File: src/sv/kpeg_pkg.sv
// ----------------------------------------------------------------------------
// kpeg_pkg: shared constants, types and helpers of the Kronecker power entry
// generator.
// ----------------------------------------------------------------------------
package kpeg_pkg;

  localparam int MaxOrder = 6;
  localparam int IdxW     = 10;
  localparam int DigW     = 2;
  localparam int EntW     = 3;
  localparam int ValW     = 14;
  localparam int OrdW     = 3;
  localparam int RotW     = 27;
  localparam int PermW    = 18;
  localparam int CfgIdxW  = 2;
  localparam int CfgDataW = 27;

  // Register indexes of the configuration port.
  typedef enum logic [CfgIdxW-1:0] {
    CFG_TENSOR_ORDER     = 2'd0,
    CFG_ROTATION_ENTRIES = 2'd1,
    CFG_PERMUTATION_MAP  = 2'd2
  } cfg_idx_e;

  localparam logic [OrdW-1:0]  OrderReset = 3'd1;
  localparam logic [RotW-1:0]  RotReset   = 27'd16781313;
  localparam logic [PermW-1:0] PermReset  = 18'd181896;

  // Base-3 digits of one index, least significant digit in element 0.
  typedef logic [MaxOrder-1:0][DigW-1:0] digits_t;

  // Three base-3 digits of a value below 64, least significant first.
  // Division by three is a multiply by 43 and a shift by seven, exact here.
  function automatic logic [2:0][DigW-1:0] split3(input logic [5:0] v);
    logic [5:0]  cur;
    logic [11:0] prod;
    logic [5:0]  quo;
    logic [5:0]  rem;
    logic [2:0][DigW-1:0] res;
    cur = v;
    for (int i = 0; i < 3; i++) begin
      prod   = 12'(cur) * 12'd43;
      quo    = {1'b0, prod[11:7]};
      rem    = cur - 6'(quo * 6'd3);
      res[i] = rem[DigW-1:0];
      cur    = quo;
    end
    return res;
  endfunction

endpackage

File: src/sv/kpeg_index_split.sv
// ----------------------------------------------------------------------------
// kpeg_index_split: two-stage base-3 digit extraction of one index.
// Stage one divides by 27, stage two splits quotient and remainder into digits.
// ----------------------------------------------------------------------------
module kpeg_index_split (
  input  logic                        clk_i,
  input  logic                        en_i,
  input  logic [kpeg_pkg::IdxW-1:0]   idx_i,
  output kpeg_pkg::digits_t           digits_o
);

  // Quotient by 27 as a reciprocal multiply: (x * 1214) >> 15 is exact for
  // every 10-bit x.
  logic [20:0] recip_prod;
  logic [5:0]  quo_d, quo_q;
  logic [4:0]  rem_d, rem_q;
  kpeg_pkg::digits_t digits_d, digits_q;

  assign recip_prod = 21'(idx_i) * 21'd1214;
  assign quo_d      = recip_prod[20:15];
  assign rem_d      = 5'(idx_i - 10'(quo_d * 10'd27));

  always_comb begin
    logic [2:0][kpeg_pkg::DigW-1:0] lo;
    logic [2:0][kpeg_pkg::DigW-1:0] hi;
    lo = kpeg_pkg::split3({1'b0, rem_q});
    hi = kpeg_pkg::split3(quo_q);
    digits_d = {hi, lo};
  end

  always_ff @(posedge clk_i) begin
    if (en_i) begin
      quo_q    <= quo_d;
      rem_q    <= rem_d;
      digits_q <= digits_d;
    end
  end

  assign digits_o = digits_q;

endmodule

File: src/sv/kronecker_power_entry_generator.sv
// ----------------------------------------------------------------------------
// kronecker_power_entry_generator: streams nonzero entries of a permuted
// Kronecker power of a 3x3 integer matrix.
// ----------------------------------------------------------------------------
//
//  channel   direction  handshake                      payload
//  --------  ---------  -----------------------------  -------------------------
//  s_axis    in         s_axis_tvalid / s_axis_tready  row_index, col_index
//  m_axis    out        m_axis_tvalid / m_axis_tready  row_out, col_out, value
//  cfg       in         cfg_valid_i / cfg_ready_o      cfg_index_i, cfg_data_i
//
// One item is accepted every cycle unless the output stalls. The pipe has six
// register stages: the digit split (two stages), the entry lookup and the
// three-level product tree, whose last level is the output register.
// Reset clears the valid bits and loads the identity matrix, order one and
// the straight permutation. A stall at the output freezes every stage at once,
// so nothing is lost or repeated. Items out of range or with a zero product
// leave the pipe as bubbles. The configuration port is always ready.
//
module kronecker_power_entry_generator (
  input  logic                          clk_i,
  input  logic                          rst_ni,
  // Fields from bit 0: row_index[9:0], col_index[19:10], zero fill.
  input  logic [23:0]                   s_axis_tdata,
  input  logic                          s_axis_tvalid,
  output logic                          s_axis_tready,
  // Fields from bit 0: row_out[9:0], col_out[19:10], entry_value[33:20], zero fill.
  output logic [39:0]                   m_axis_tdata,
  output logic                          m_axis_tvalid,
  input  logic                          m_axis_tready,
  input  logic                          cfg_valid_i,
  output logic                          cfg_ready_o,
  input  logic [kpeg_pkg::CfgIdxW-1:0]  cfg_index_i,
  input  logic [kpeg_pkg::CfgDataW-1:0] cfg_data_i
);

  localparam int IdxW = kpeg_pkg::IdxW;
  localparam int EntW = kpeg_pkg::EntW;
  localparam int ValW = kpeg_pkg::ValW;
  localparam int NOrd = kpeg_pkg::MaxOrder;

  // --------------------------------------------------------------------------
  // Configuration registers
  // --------------------------------------------------------------------------
  logic [kpeg_pkg::OrdW-1:0]  order_q;
  logic [kpeg_pkg::RotW-1:0]  rot_q;
  logic [kpeg_pkg::PermW-1:0] perm_q;

  assign cfg_ready_o = 1'b1;

  always_ff @(posedge clk_i or negedge rst_ni) begin
    if (!rst_ni) begin
      order_q <= kpeg_pkg::OrderReset;
      rot_q   <= kpeg_pkg::RotReset;
      perm_q  <= kpeg_pkg::PermReset;
    end else if (cfg_valid_i) begin
      case (kpeg_pkg::cfg_idx_e'(cfg_index_i))
        kpeg_pkg::CFG_TENSOR_ORDER:     order_q <= cfg_data_i[kpeg_pkg::OrdW-1:0];
        kpeg_pkg::CFG_ROTATION_ENTRIES: rot_q   <= cfg_data_i[kpeg_pkg::RotW-1:0];
        kpeg_pkg::CFG_PERMUTATION_MAP:  perm_q  <= cfg_data_i[kpeg_pkg::PermW-1:0];
        default: ;
      endcase
    end
  end

  // Orders above the supported maximum behave as the maximum.
  logic [kpeg_pkg::OrdW-1:0] ord_sat;
  assign ord_sat = (order_q > 3'(NOrd)) ? 3'(NOrd) : order_q;

  // Matrix side, three to the order.
  logic [IdxW:0] side;
  always_comb begin
    side = 11'd1;
    for (int k = 0; k < NOrd; k++) begin
      if (3'(k) < ord_sat) side = 11'(side * 11'd3);
    end
  end

  // --------------------------------------------------------------------------
  // Global stall: every stage moves when the output register can take data.
  // --------------------------------------------------------------------------
  logic adv;
  logic m_valid_q;

  assign adv           = !m_valid_q || m_axis_tready;
  assign s_axis_tready = adv;

  logic [IdxW-1:0] in_row, in_col;
  assign in_row = s_axis_tdata[IdxW-1:0];
  assign in_col = s_axis_tdata[2*IdxW-1:IdxW];

  // Stage 1: divide by 27, range check.
  logic            v1_q, ok1_q;
  logic [IdxW-1:0] row1_q, col1_q;
  // Stage 2: digits ready.
  logic            v2_q, ok2_q;
  logic [IdxW-1:0] row2_q, col2_q;
  // Stage 3: selected matrix entries.
  logic                   v3_q;
  logic [IdxW-1:0]        row3_q, col3_q;
  logic signed [EntW-1:0] ent3_q [NOrd];
  // Stage 4: pairwise products.
  logic            v4_q;
  logic [IdxW-1:0] row4_q, col4_q;
  logic signed [5:0] p01_q, p23_q, p45_q;
  // Stage 5: four-factor product.
  logic            v5_q;
  logic [IdxW-1:0] row5_q, col5_q;
  logic signed [9:0] p0123_q;
  logic signed [5:0] p45b_q;
  // Output register.
  logic [IdxW-1:0]        row_o_q, col_o_q;
  logic signed [ValW-1:0] val_o_q;

  kpeg_pkg::digits_t row_dig, col_dig;

  kpeg_index_split u_row_split (
    .clk_i    (clk_i),
    .en_i     (adv),
    .idx_i    (in_row),
    .digits_o (row_dig)
  );

  kpeg_index_split u_col_split (
    .clk_i    (clk_i),
    .en_i     (adv),
    .idx_i    (in_col),
    .digits_o (col_dig)
  );

  // Matrix entries as an array, entry r*3+c.
  logic signed [EntW-1:0] rot_arr [9];
  always_comb begin
    for (int i = 0; i < 9; i++) rot_arr[i] = rot_q[EntW*i +: EntW];
  end

  // Entry selection. Digit k counts from the most significant end, so it sits
  // at least significant position order-1-k. Unused factors read as one.
  logic signed [EntW-1:0] ent_d [NOrd];
  always_comb begin
    logic [2:0] psel;
    logic [2:0] rpos;
    logic [2:0] cpos;
    logic [kpeg_pkg::DigW-1:0] rd;
    logic [kpeg_pkg::DigW-1:0] cd;
    logic [3:0] eidx;
    for (int k = 0; k < NOrd; k++) begin
      psel = perm_q[3*k +: 3];
      if (psel >= ord_sat) psel = 3'd0;
      rpos = ord_sat - 3'(k) - 3'd1;
      cpos = ord_sat - psel - 3'd1;
      rd   = (rpos < 3'(NOrd)) ? row_dig[rpos] : '0;
      cd   = (cpos < 3'(NOrd)) ? col_dig[cpos] : '0;
      eidx = 4'({2'b00, rd} * 4'd3) + {2'b00, cd};
      if (3'(k) < ord_sat) begin
        ent_d[k] = (eidx < 4'd9) ? rot_arr[eidx] : '0;
      end else begin
        ent_d[k] = 3'sd1;
      end
    end
  end

  logic signed [ValW-1:0] prod_d;
  assign prod_d = 14'(p0123_q) * 14'(p45b_q);

  // Valid bits.
  always_ff @(posedge clk_i or negedge rst_ni) begin
    if (!rst_ni) begin
      v1_q      <= 1'b0;
      v2_q      <= 1'b0;
      v3_q      <= 1'b0;
      v4_q      <= 1'b0;
      v5_q      <= 1'b0;
      m_valid_q <= 1'b0;
    end else if (adv) begin
      v1_q      <= s_axis_tvalid;
      v2_q      <= v1_q;
      v3_q      <= v2_q && ok2_q;
      v4_q      <= v3_q;
      v5_q      <= v4_q;
      m_valid_q <= v5_q && (prod_d != '0);
    end
  end

  // Payload.
  always_ff @(posedge clk_i) begin
    if (adv) begin
      row1_q  <= in_row;
      col1_q  <= in_col;
      ok1_q   <= ({1'b0, in_row} < side) && ({1'b0, in_col} < side);
      row2_q  <= row1_q;
      col2_q  <= col1_q;
      ok2_q   <= ok1_q;
      row3_q  <= row2_q;
      col3_q  <= col2_q;
      for (int k = 0; k < NOrd; k++) ent3_q[k] <= ent_d[k];
      row4_q  <= row3_q;
      col4_q  <= col3_q;
      p01_q   <= 6'(ent3_q[0]) * 6'(ent3_q[1]);
      p23_q   <= 6'(ent3_q[2]) * 6'(ent3_q[3]);
      p45_q   <= 6'(ent3_q[4]) * 6'(ent3_q[5]);
      row5_q  <= row4_q;
      col5_q  <= col4_q;
      p0123_q <= 10'(p01_q) * 10'(p23_q);
      p45b_q  <= p45_q;
      row_o_q <= row5_q;
      col_o_q <= col5_q;
      val_o_q <= prod_d;
    end
  end

  assign m_axis_tvalid = m_valid_q;
  assign m_axis_tdata  = {6'd0, val_o_q, col_o_q, row_o_q};

endmodule

File: config.mk
export PLATFORM = sky130hd
export DESIGN_NAME = kronecker_power_entry_generator
export DESIGN_NICKNAME = d
export VERILOG_FILES = /design/src/sv/kpeg_pkg.sv /design/src/sv/kpeg_index_split.sv /design/src/sv/kronecker_power_entry_generator.sv
export SDC_FILE = /design/constraint.sdc
export NUM_CORES = 1
export LEC_CHECK = 0
export BUFFER_PORTS_ARGS = -buffer_cell sky130_fd_sc_hd__buf_2
export CAP_MARGIN = 20
export CORE_MARGIN = 3
export CORE_UTILIZATION = 30
export CTS_CLUSTER_DIAMETER = 40
export DETAILED_ROUTE_END_ITERATION = 16
export SYNTH_ARGS = -nofsm -noshare
export SYNTH_HDL_FRONTEND = slang
export SYNTH_SLANG_ARGS = --single-unit
File: constraint.sdc
create_clock -name clk_i -period 11.8 [get_ports clk_i]
set_input_delay 2.36 -clock clk_i [delete_from_list [all_inputs] [get_ports clk_i]]
set_output_delay 2.36 -clock clk_i [all_outputs]
set_load 0.01 [all_outputs]
# == After elaboration in Yosys (flattened, before gate mapping) ==
# Memories as Yosys holds them, arrays and structs flattened.
# Index checks and enable logic that the tools add are counted.
# word_totals
ramBits,18
inputBits,58
latch_bits,0
romBits,0
n_memories,1
output_inout_bits,43
wordCells,282
register_bits,270
# classes
shifts,0
order_cmp,51
mul,44
n_eq_ne,2
reduce_logical,10
div_mod_pow,0
n_mux,81
addsub,42
bitwise,6
# memory_table
name,depth,word_bits,read_ports,rd_clocked_by_memory_dff,write_ports,line,text
ent3_q,6,3,6,0,6,kronecker_power_entry_generator.sv:101,logic signed [EntW-1:0] ent3_q [NOrd];
# ops
operator,count
3-bit 2-to-1 mux,31
2-bit binary-select mux with 3-bit select,12
3-bit binary-select mux with 4-bit select,6
11-bit by 2-bit multiplier with 11-bit output (second input constant),5
11-bit 2-to-1 mux,5
2-bit 2-to-1 mux,25
3-bit by 4-bit less-than comparator with 1-bit output (second input constant),12
5-bit by 6-bit multiplier with 11-bit output (second input constant),4
10-bit by 10-bit multiplier with 20-bit output (second input constant),2
4-bit by 6-bit multiplier with 10-bit output (second input constant),4
3-bit less-than comparator (second input constant),12
3-bit by 1-bit subtractor with 3-bit output (second input constant),12
5-bit >= comparator (second input constant),6
4-bit NOT with 5-bit output,6
4-bit by 2-bit adder with 4-bit output,6
4-bit less-than comparator (second input constant),6
2-bit by 2-bit multiplier with 4-bit output (second input constant),6
6-bit by 6-bit multiplier with 12-bit output (second input constant),2
2-bit subtractor,12
10-bit by 11-bit less-than comparator with 1-bit output,2
3-bit >= comparator,6
3-bit by 3-bit multiplier with 6-bit output,3
3-bit by 6-bit multiplier with 9-bit output (second input constant),2
3-bit subtractor,6
other kinds (23),43

# == Logic depth before layout (Yosys ltp) ==
# Gate-level depths: netlist of the first run.
# logic_depth
word_depth,16
mapped_depth,38
depth_no_buf,38

# == Hierarchy ==
# From an unflattened synthesis of the first run, not the netlist that was laid out.
# hier_totals
hier_cells,2233
hier_area_um2,26285.2
# by_module_without_submodules
mod,area_per_inst_um2,cells_per_inst,instances,seq_area_each_um2
kronecker_power_entry_generator,15771.4,1195,1,7010.5
kpeg_index_split at u_col_split,5267.6,519,1,690.7
kpeg_index_split at u_row_split,5246.3,519,1,690.7

# == Worst setup path before layout of the first run ==
# No wires, ideal clock.
# synth_timing
kind,input-to-output
start,in m_axis_tready
end,out s_axis_tready
setup_slack_ns,0.378
n_path_buf,1
cell_stages,2
t_required_ns,9.440
t_arrival_ns,9.062
cell_sequence,nand2b_1 -> clkbuf_1
# synth_via
elab_chain_len,1
# synth_lines
element,line,text
"start, declared",kronecker_power_entry_generator.sv:30,"input logic m_axis_tready,"
1-bit logical OR,kronecker_power_entry_generator.sv:85,assign adv = !m_valid_q || m_axis_tready;
"end, declared",kronecker_power_entry_generator.sv:26,"output logic s_axis_tready,"
# No other way between the ends.

# == Final worst setup path of the first run ==
# layout_timing
start,in s_axis_tdata[14]
end,"reg u_col_split.rem_q[3], data pin"
# layout_via
elab_chain_len,3
# layout_lines
element,line,text
"start, declared",kronecker_power_entry_generator.sv:24,"input logic [23:0] s_axis_tdata,"
10-bit by 10-bit multiplier with 20-bit output,kpeg_index_split.sv:19,assign recip_prod = 21'(idx_i) * 21'd1214;
via u_col_split.recip_prod[17],kpeg_index_split.sv:14,logic [20:0] recip_prod;
6-bit by 5-bit multiplier with 5-bit output,kpeg_index_split.sv:21,assign rem_d = 5'(idx_i - 10'(quo_d * 10'd27));
5-bit subtractor,kpeg_index_split.sv:21,
via u_col_split.rem_d[3],kpeg_index_split.sv:16,"logic [4:0] rem_d, rem_q;"
"end signal, assigned",kpeg_index_split.sv:34,rem_q <= rem_d;
"end, declared",kpeg_index_split.sv:16,
# The timed path passes the listed nets, and every way through them passes these cells.
# A chain may end at the register's enable or synchronous reset.

==> flow_metrics.py, run 1 <==
metrics = {
    "logic_synthesis": {
        "syn_inst": 2144,
        "seq_area_frac_synth_pct": 32.3,
        "netlist_area_um2": 26000,
        "synthTopCellsByCount": "ha_1, inv_1, edfxtp_1",
        "synth.distinct_cells": 69,
        "synthTopCellsByArea": "edfxtp_1, ha_1, fa_1, inv_1, mux4_2",
        "syn_avg_cell_area_um2": 12.1,
        "yosysWarnings": 0,
        "ys.flop_type": "edfxtp_1",
        "async_flop_share_pct": 18.8,
        "synth.most_common_cell": "ha_1",
        "yosys.area.top_type": "edfxtp_1",
        "synth.ff_latch_count": 288,
        "yosys.area.top_type_share_pct": 27.1,
        "synth_edf_count": 234,
    },
    "worst_setup_path": {
        "cp.arrival_ps": 9090,
        "critPathLaunchType": "primary input",
        "endpoint_kind": "flip-flop",
        "crit_type": "primary input to flip-flop",
        "cp_top_family": "adder cells",
        "rrSetupSlack_ps": 3130,
        "cp_slowest_cell": "fa_1",
        "r2r_start": "u_row_split.quo_q[3]",
        "cp_num_buf_inv": 8,
        "crit_top_cell": "inv_1",
        "crit_required_ps": 12100,
        "reg2reg_depth": 36,
        "r2r-end": "u_row_split.digits_o[11]",
        "crit_fanout": 10,
        "slowest_delay_ps": 570,
    },
    "job": {
        "cap_viol_max_count": 0,
    },
    "timing": {
        "layout_min_cycle_time_ps": 8790,
        "setup_slack_ps": 3010,
        "setup_violations": 0,
        "grt_setup_unrepaired": "no",
        "fin_crit_sh_pct": 74.5,
        "fmax_ghz": 0.114,
        "max_slew_margin_pct": 28.9,
        "setup-tns-final_ps": 0,
        "slew_violations": 0,
        "hold_viol": 0,
        "clock_skew_ps": 20.1,
        "worst_pin_slew_ps": 1060,
    },
    "outcome": {
        "status": "finished, final reports clean",
    },
    "min_path": {
        "whs_endpoint": "row2_q[2]",
        "hp-class": "flip-flop to flip-flop",
        "worstHoldStart": "row1_q[2]",
        "hold_depth": 0,
    },
    "place": {
        "gp_congestion": 0.797,
        "hpwl_um": 38100,
        "portBuffers": 89,
        "dpl.cell_count": 3348,
        "place_ws_ps": 2370,
    },
    "clock_network": {
        "clock_sinks": 288,
        "clockRootBuffer": "clkbuf_16",
        "clock_latency_ps": 600,
        "cts_buffers": 53,
        "cts_max_path_buffers": 3,
        "hold_buffers": 0,
        "cts-htree-levels": 2,
        "cts.clk_slew.worst_paths_ps": 50,
        "cts_setup_buffers": 0,
        "cts_resized": 0,
        "cts_tree": "done",
    },
    "global_route": {
        "grt_remaining_overflow": 0,
        "grt_pass1_wl_um": 83200,
        "grtUsageTotal_pct": 11.3,
        "grt_max_degree": 74,
        "antenna_found_initial": 5,
        "first_global_vias": 16272,
    },
    "route": {
        "routedWlPerCell_um": 14.2,
        "num_vias": 15531,
        "ant_nets": 0,
        "vias_per_cell": 4.50,
        "firstDrtPassIters": 5,
        "drt_iter0_markers": 644,
        "routed_wl_um": 49100,
        "drc": 0,
    },
    "die": {
        "die_y_um": 300,
        "die_area_um2": 90100,
        "dieWidth_um": 300,
        "ios": 101,
        "core-area_um2": 85500,
        "row_count": 107,
        "start_util_pct": 30.3,
    },
    "finish": {
        "multi_input_area_um2": 16100,
        "seq_area_um2": 8390,
        "syn_to_final_growth_pct": 13.7,
        "n_fill_cell": 8445,
        "drive_gt1_share_pct": 15.5,
        "fin_nets": 2940,
        "layoutNonFillerInstCount": 3449,
    },
}
==> area by class of cell <==
class,instances,share of cell area (%)
multi-input cells,1479,54.7
well taps,1144,4.85
diodes,2,0.0170
clock buffers,55,4.66
repair buffers,94,1.64
clock inverters,44,1.39
inverters,343,4.36
flip-flops and latches,288,28.4
==> cell families after synthesis <==
| logic type | after synthesis | share of synthesized area, % |
|---|---|---|
| other | 2 | 0.0289 |
| XOR/XNOR | 148 | 5.13 |
| adder cells (fa/ha/maj) | 624 | 35.6 |
| AO/OA/AOI/OAI | 218 | 5.71 |
| AND/OR/NAND/NOR | 323 | 6.42 |
| multiplexers | 159 | 9.19 |
| flip-flops | 288 | 32.3 |
| buffers and inverters | 382 | 5.64 |
==> state kept, by name, indices dropped and copies added (netlist names), 12 cells and up <==
| register | flops |
|---|---|
| perm_q | 18 |
| val_o_q | 14 |
| u_col_split.digits_o | 12 |
| u_row_split.digits_o | 12 |
| ent3_q | 18 |
| rot_q | 27 |
==> per-layer routing <==
metal | global-route usage, % | up-vias | part of all wire, %
li1 | - | 7705 | -
met1 | 14.5 | 7571 | 45
met2 | 19.5 | 182 | 49
met5 | 0 | - | 0.077
met4 | 2.74 | 6 | 1.8
met3 | 2.41 | 67 | 4.5
==> worst max path at each step <==
| stage | startpoint | slack, ps | depth (start not counted) | end |
|---|---|---|---|---|
| final | s_axis_tdata[14] | 3010 | 28 | u_col_split.rem_q[3] |
| after detailed placement | s_axis_tdata[14] | 2370 | 28 | u_col_split.rem_q[3] |
| after floorplan | m_axis_tready | 380 | 2 | s_axis_tready |
| after global placement | s_axis_tdata[14] | 2440 | 28 | u_col_split.rem_q[4] |
| after global routing | u_row_split.quo_q[3] | 2460 | 36 | u_row_split.digits_o[11] |
| after CTS | s_axis_tdata[14] | 2990 | 28 | u_col_split.rem_q[3] |
==> through the flow <==
stage | hold WS [ps] | area, µm² | util (%)
floorplan | 400 | 26000 | -
global placement | 400 | 27700 | 32.4
detailed placement | 405 | 27700 | 32.4
CTS | 410 | 29500 | 34.5
global route | 420 | 29500 | 34.5
finish | 410 | 29500 | 34.5
==> cell usage in the layout (no fill, tap or decap), types with 24 or more instances in the layout <==
| cell | netlist | layout |
|---|---|---|
| ha_1 | 433 | 433 |
| inv_1 | 342 | 342 |
| edfxtp_1 | 234 | 234 |
| fa_1 | 190 | 190 |
| xnor2_1 | 108 | 108 |
| nand2_1 | 104 | 104 |
| buf_2 | 1 | 89 |
| mux2_2 | 84 | 84 |
| and2_1 | 66 | 66 |
| mux4_2 | 55 | 55 |
| clkbuf_16 | 0 | 55 |
| a21oi_1 | 54 | 54 |
| nor2_1 | 48 | 48 |
| dfrtp_1 | 43 | 43 |
| o21ai_0 | 37 | 37 |
| xor2_1 | 37 | 37 |
| a21o_1 | 33 | 33 |
| nand2b_1 | 25 | 24 |
==> worst register-to-register path: cells and delay by family (launching register included) <==
kind                     cells  cell delay [ps]
adder cells (fa/ha/maj)     12             3550
AO/OA/AOI/OAI               10             2180
XOR/XNOR                     7             1430
AND/OR/NAND/NOR              5              670
flip-flops                   1              450
buffers and inverters        2              110
Power of run 1 is left out: the tool's default activity adds up to more than one toggle a clock period on the data nets, which glitch-free logic cannot reach.
==> inputs of run 2 (changes only) <==
Clock period 11.8 ns to 7.4 ns, I/O delays scaled along.
==> flow_metrics.py, run 2 (synthesis results as in run 1) <==
metrics = {
    "die": {
        "die_y_um": 300,
        "dieWidth_um": 300,
        "row_count": 107,
        "start_util_pct": 30.3,
        "core-area_um2": 85500,
        "ios": 101,
        "die_area_um2": 90100,
    },
    "worst_setup_path": {
        "cp_num_buf_inv": 5,
        "rrSetupSlack_ps": -340,
        "slowest_delay_ps": 520,
        "cp_top_family": "adder cells",
        "endpoint_kind": "flip-flop",
        "cp.arrival_ps": 8090,
        "cp_slowest_cell": "edfxtp_1",
        "crit_required_ps": 7750,
        "crit_top_cell": "ha_1",
        "critPathLaunchType": "flip-flop",
        "crit_fanout": 4,
        "crit_type": "flip-flop to flip-flop",
    },
    "place": {
        "place_ws_ps": -673,
        "dpl.cell_count": 3471,
        "portBuffers": 89,
        "gp_congestion": 0.802,
        "hpwl_um": 39900,
    },
    "timing": {
        "setup_violations": 2,
        "worst_pin_slew_ps": 1070,
        "slew_violations": 0,
        "layout_min_cycle_time_ps": 7740,
        "setup-tns-final_ps": -406,
        "setup_slack_ps": -342,
        "grt_setup_unrepaired": "yes",
        "clock_skew_ps": 19.0,
        "hold_viol": 0,
        "fin_crit_sh_pct": 105,
        "fin_hold_ws_ps": 411,
        "fmax_ghz": 0.129,
        "max_slew_margin_pct": 28.3,
    },
    "finish": {
        "layoutNonFillerInstCount": 3591,
        "drive_gt1_share_pct": 23.9,
        "final_common_cell": "ha_1",
        "final_cell_mix": "ha_1, inv_1, edfxtp_1",
        "syn_to_final_growth_pct": 20.1,
        "largest-register": "rot_q",
        "fin_nets": 3083,
        "largest_reg_flops": 27,
        "largestRegisters": "rot_q x27, ent3_q x18, perm_q x18",
    },
    "route": {
        "routedWlPerCell_um": 14.1,
        "firstDrtPassIters": 6,
        "drt_iter0_markers": 807,
        "drc": 0,
        "routed_wl_um": 50800,
        "vias_per_cell": 4.54,
        "num_vias": 16300,
        "ant_nets": 0,
    },
    "clock_network": {
        "clock_sinks": 288,
        "cts_max_path_buffers": 3,
        "cts.clk_slew.worst_paths_ps": 60,
        "hold_buffers": 0,
        "clockRootBuffer": "clkbuf_16",
        "clock_latency_ps": 590,
        "cts_tree": "done",
        "cts-htree-levels": 2,
        "cts_buffers": 51,
    },
    "outcome": {
        "status": "finished, violations left",
        "violations": "negative setup slack",
    },
    "global_route": {
        "first_global_vias": 16914,
        "antenna_found_initial": 6,
        "grtUsageTotal_pct": 11.6,
        "grt_use_met2_pct": 20.0,
        "grt_max_degree": 146,
        "grt_remaining_overflow": 0,
        "busiest_layer": "met2",
        "grt.met1_usage_pct": 14.8,
        "use_met3_pct": 2.74,
        "grt_pass1_wl_um": 85200,
    },
    "min_path": {
        "hp-class": "flip-flop to flip-flop",
    },
    "job": {
        "cap_viol_max_count": 0,
    },
}
[run 2: cell types whose count changed in the layout (fill, tap and decap cells not counted), moves of 7 or more]
cell     change
fa_1         -7
inv_2       +16
inv_1       -16
xnor2_2      +8
a21oi_1      -9
fa_2         +7
ha_4        +22
ha_1        -28
buf_6        +7
buf_4      +138
xnor2_1      -9
[run 2: per-stage QoR]
stage                     util, %  area [µm²]
after floorplan                 -       26200
after global placement       33.7       28900
after detailed placement     33.7       28900
after CTS                    36.0       30800
after global routing         36.4       31200
final                        36.4       31200
[run 2: repair_timing]
action,CTS,global route
pin swaps,48,62
setup buffers,13,9
endpoints found under the setup margin,5,8
gates resized for setup,19,57
[run 2: layer usage]
layer / vias up / part of all wire, % / wire length [µm]
met4: 4 / 1.8 / 897
li1: 7980 / - / -
met5: - / 0.039 / 20
met3: 65 / 4.9 / 2470
met1: 8028 / 44 / 22500
met2: 223 / 49 / 24800
[run 2: final timing paths]
kind | start | end | cells after the start
max | u_row_split.quo_q[3] | u_row_split.digits_o[11] | 37
max in group asynchronous | rst_ni | perm_q[1] | 2
max reg2reg | u_row_split.quo_q[3] | u_row_split.digits_o[11] | 37
min | col1_q[9] | col2_q[9] | 0
min in group asynchronous | rst_ni | rot_q[26] | 2
min reg2reg | col1_q[9] | col2_q[9] | 0
[run 2: cell type report]
class,count,area [µm²]
fillers,8305,54400
clock inverters,36,362
inverters,343,1290
diodes,3,7.51
multi-input cells,1479,16700
flip-flops and latches,288,8390
clock buffers,59,1370
well taps,1144,1430
repair buffers,239,1620
Power of run 2 is left out for the same reason.
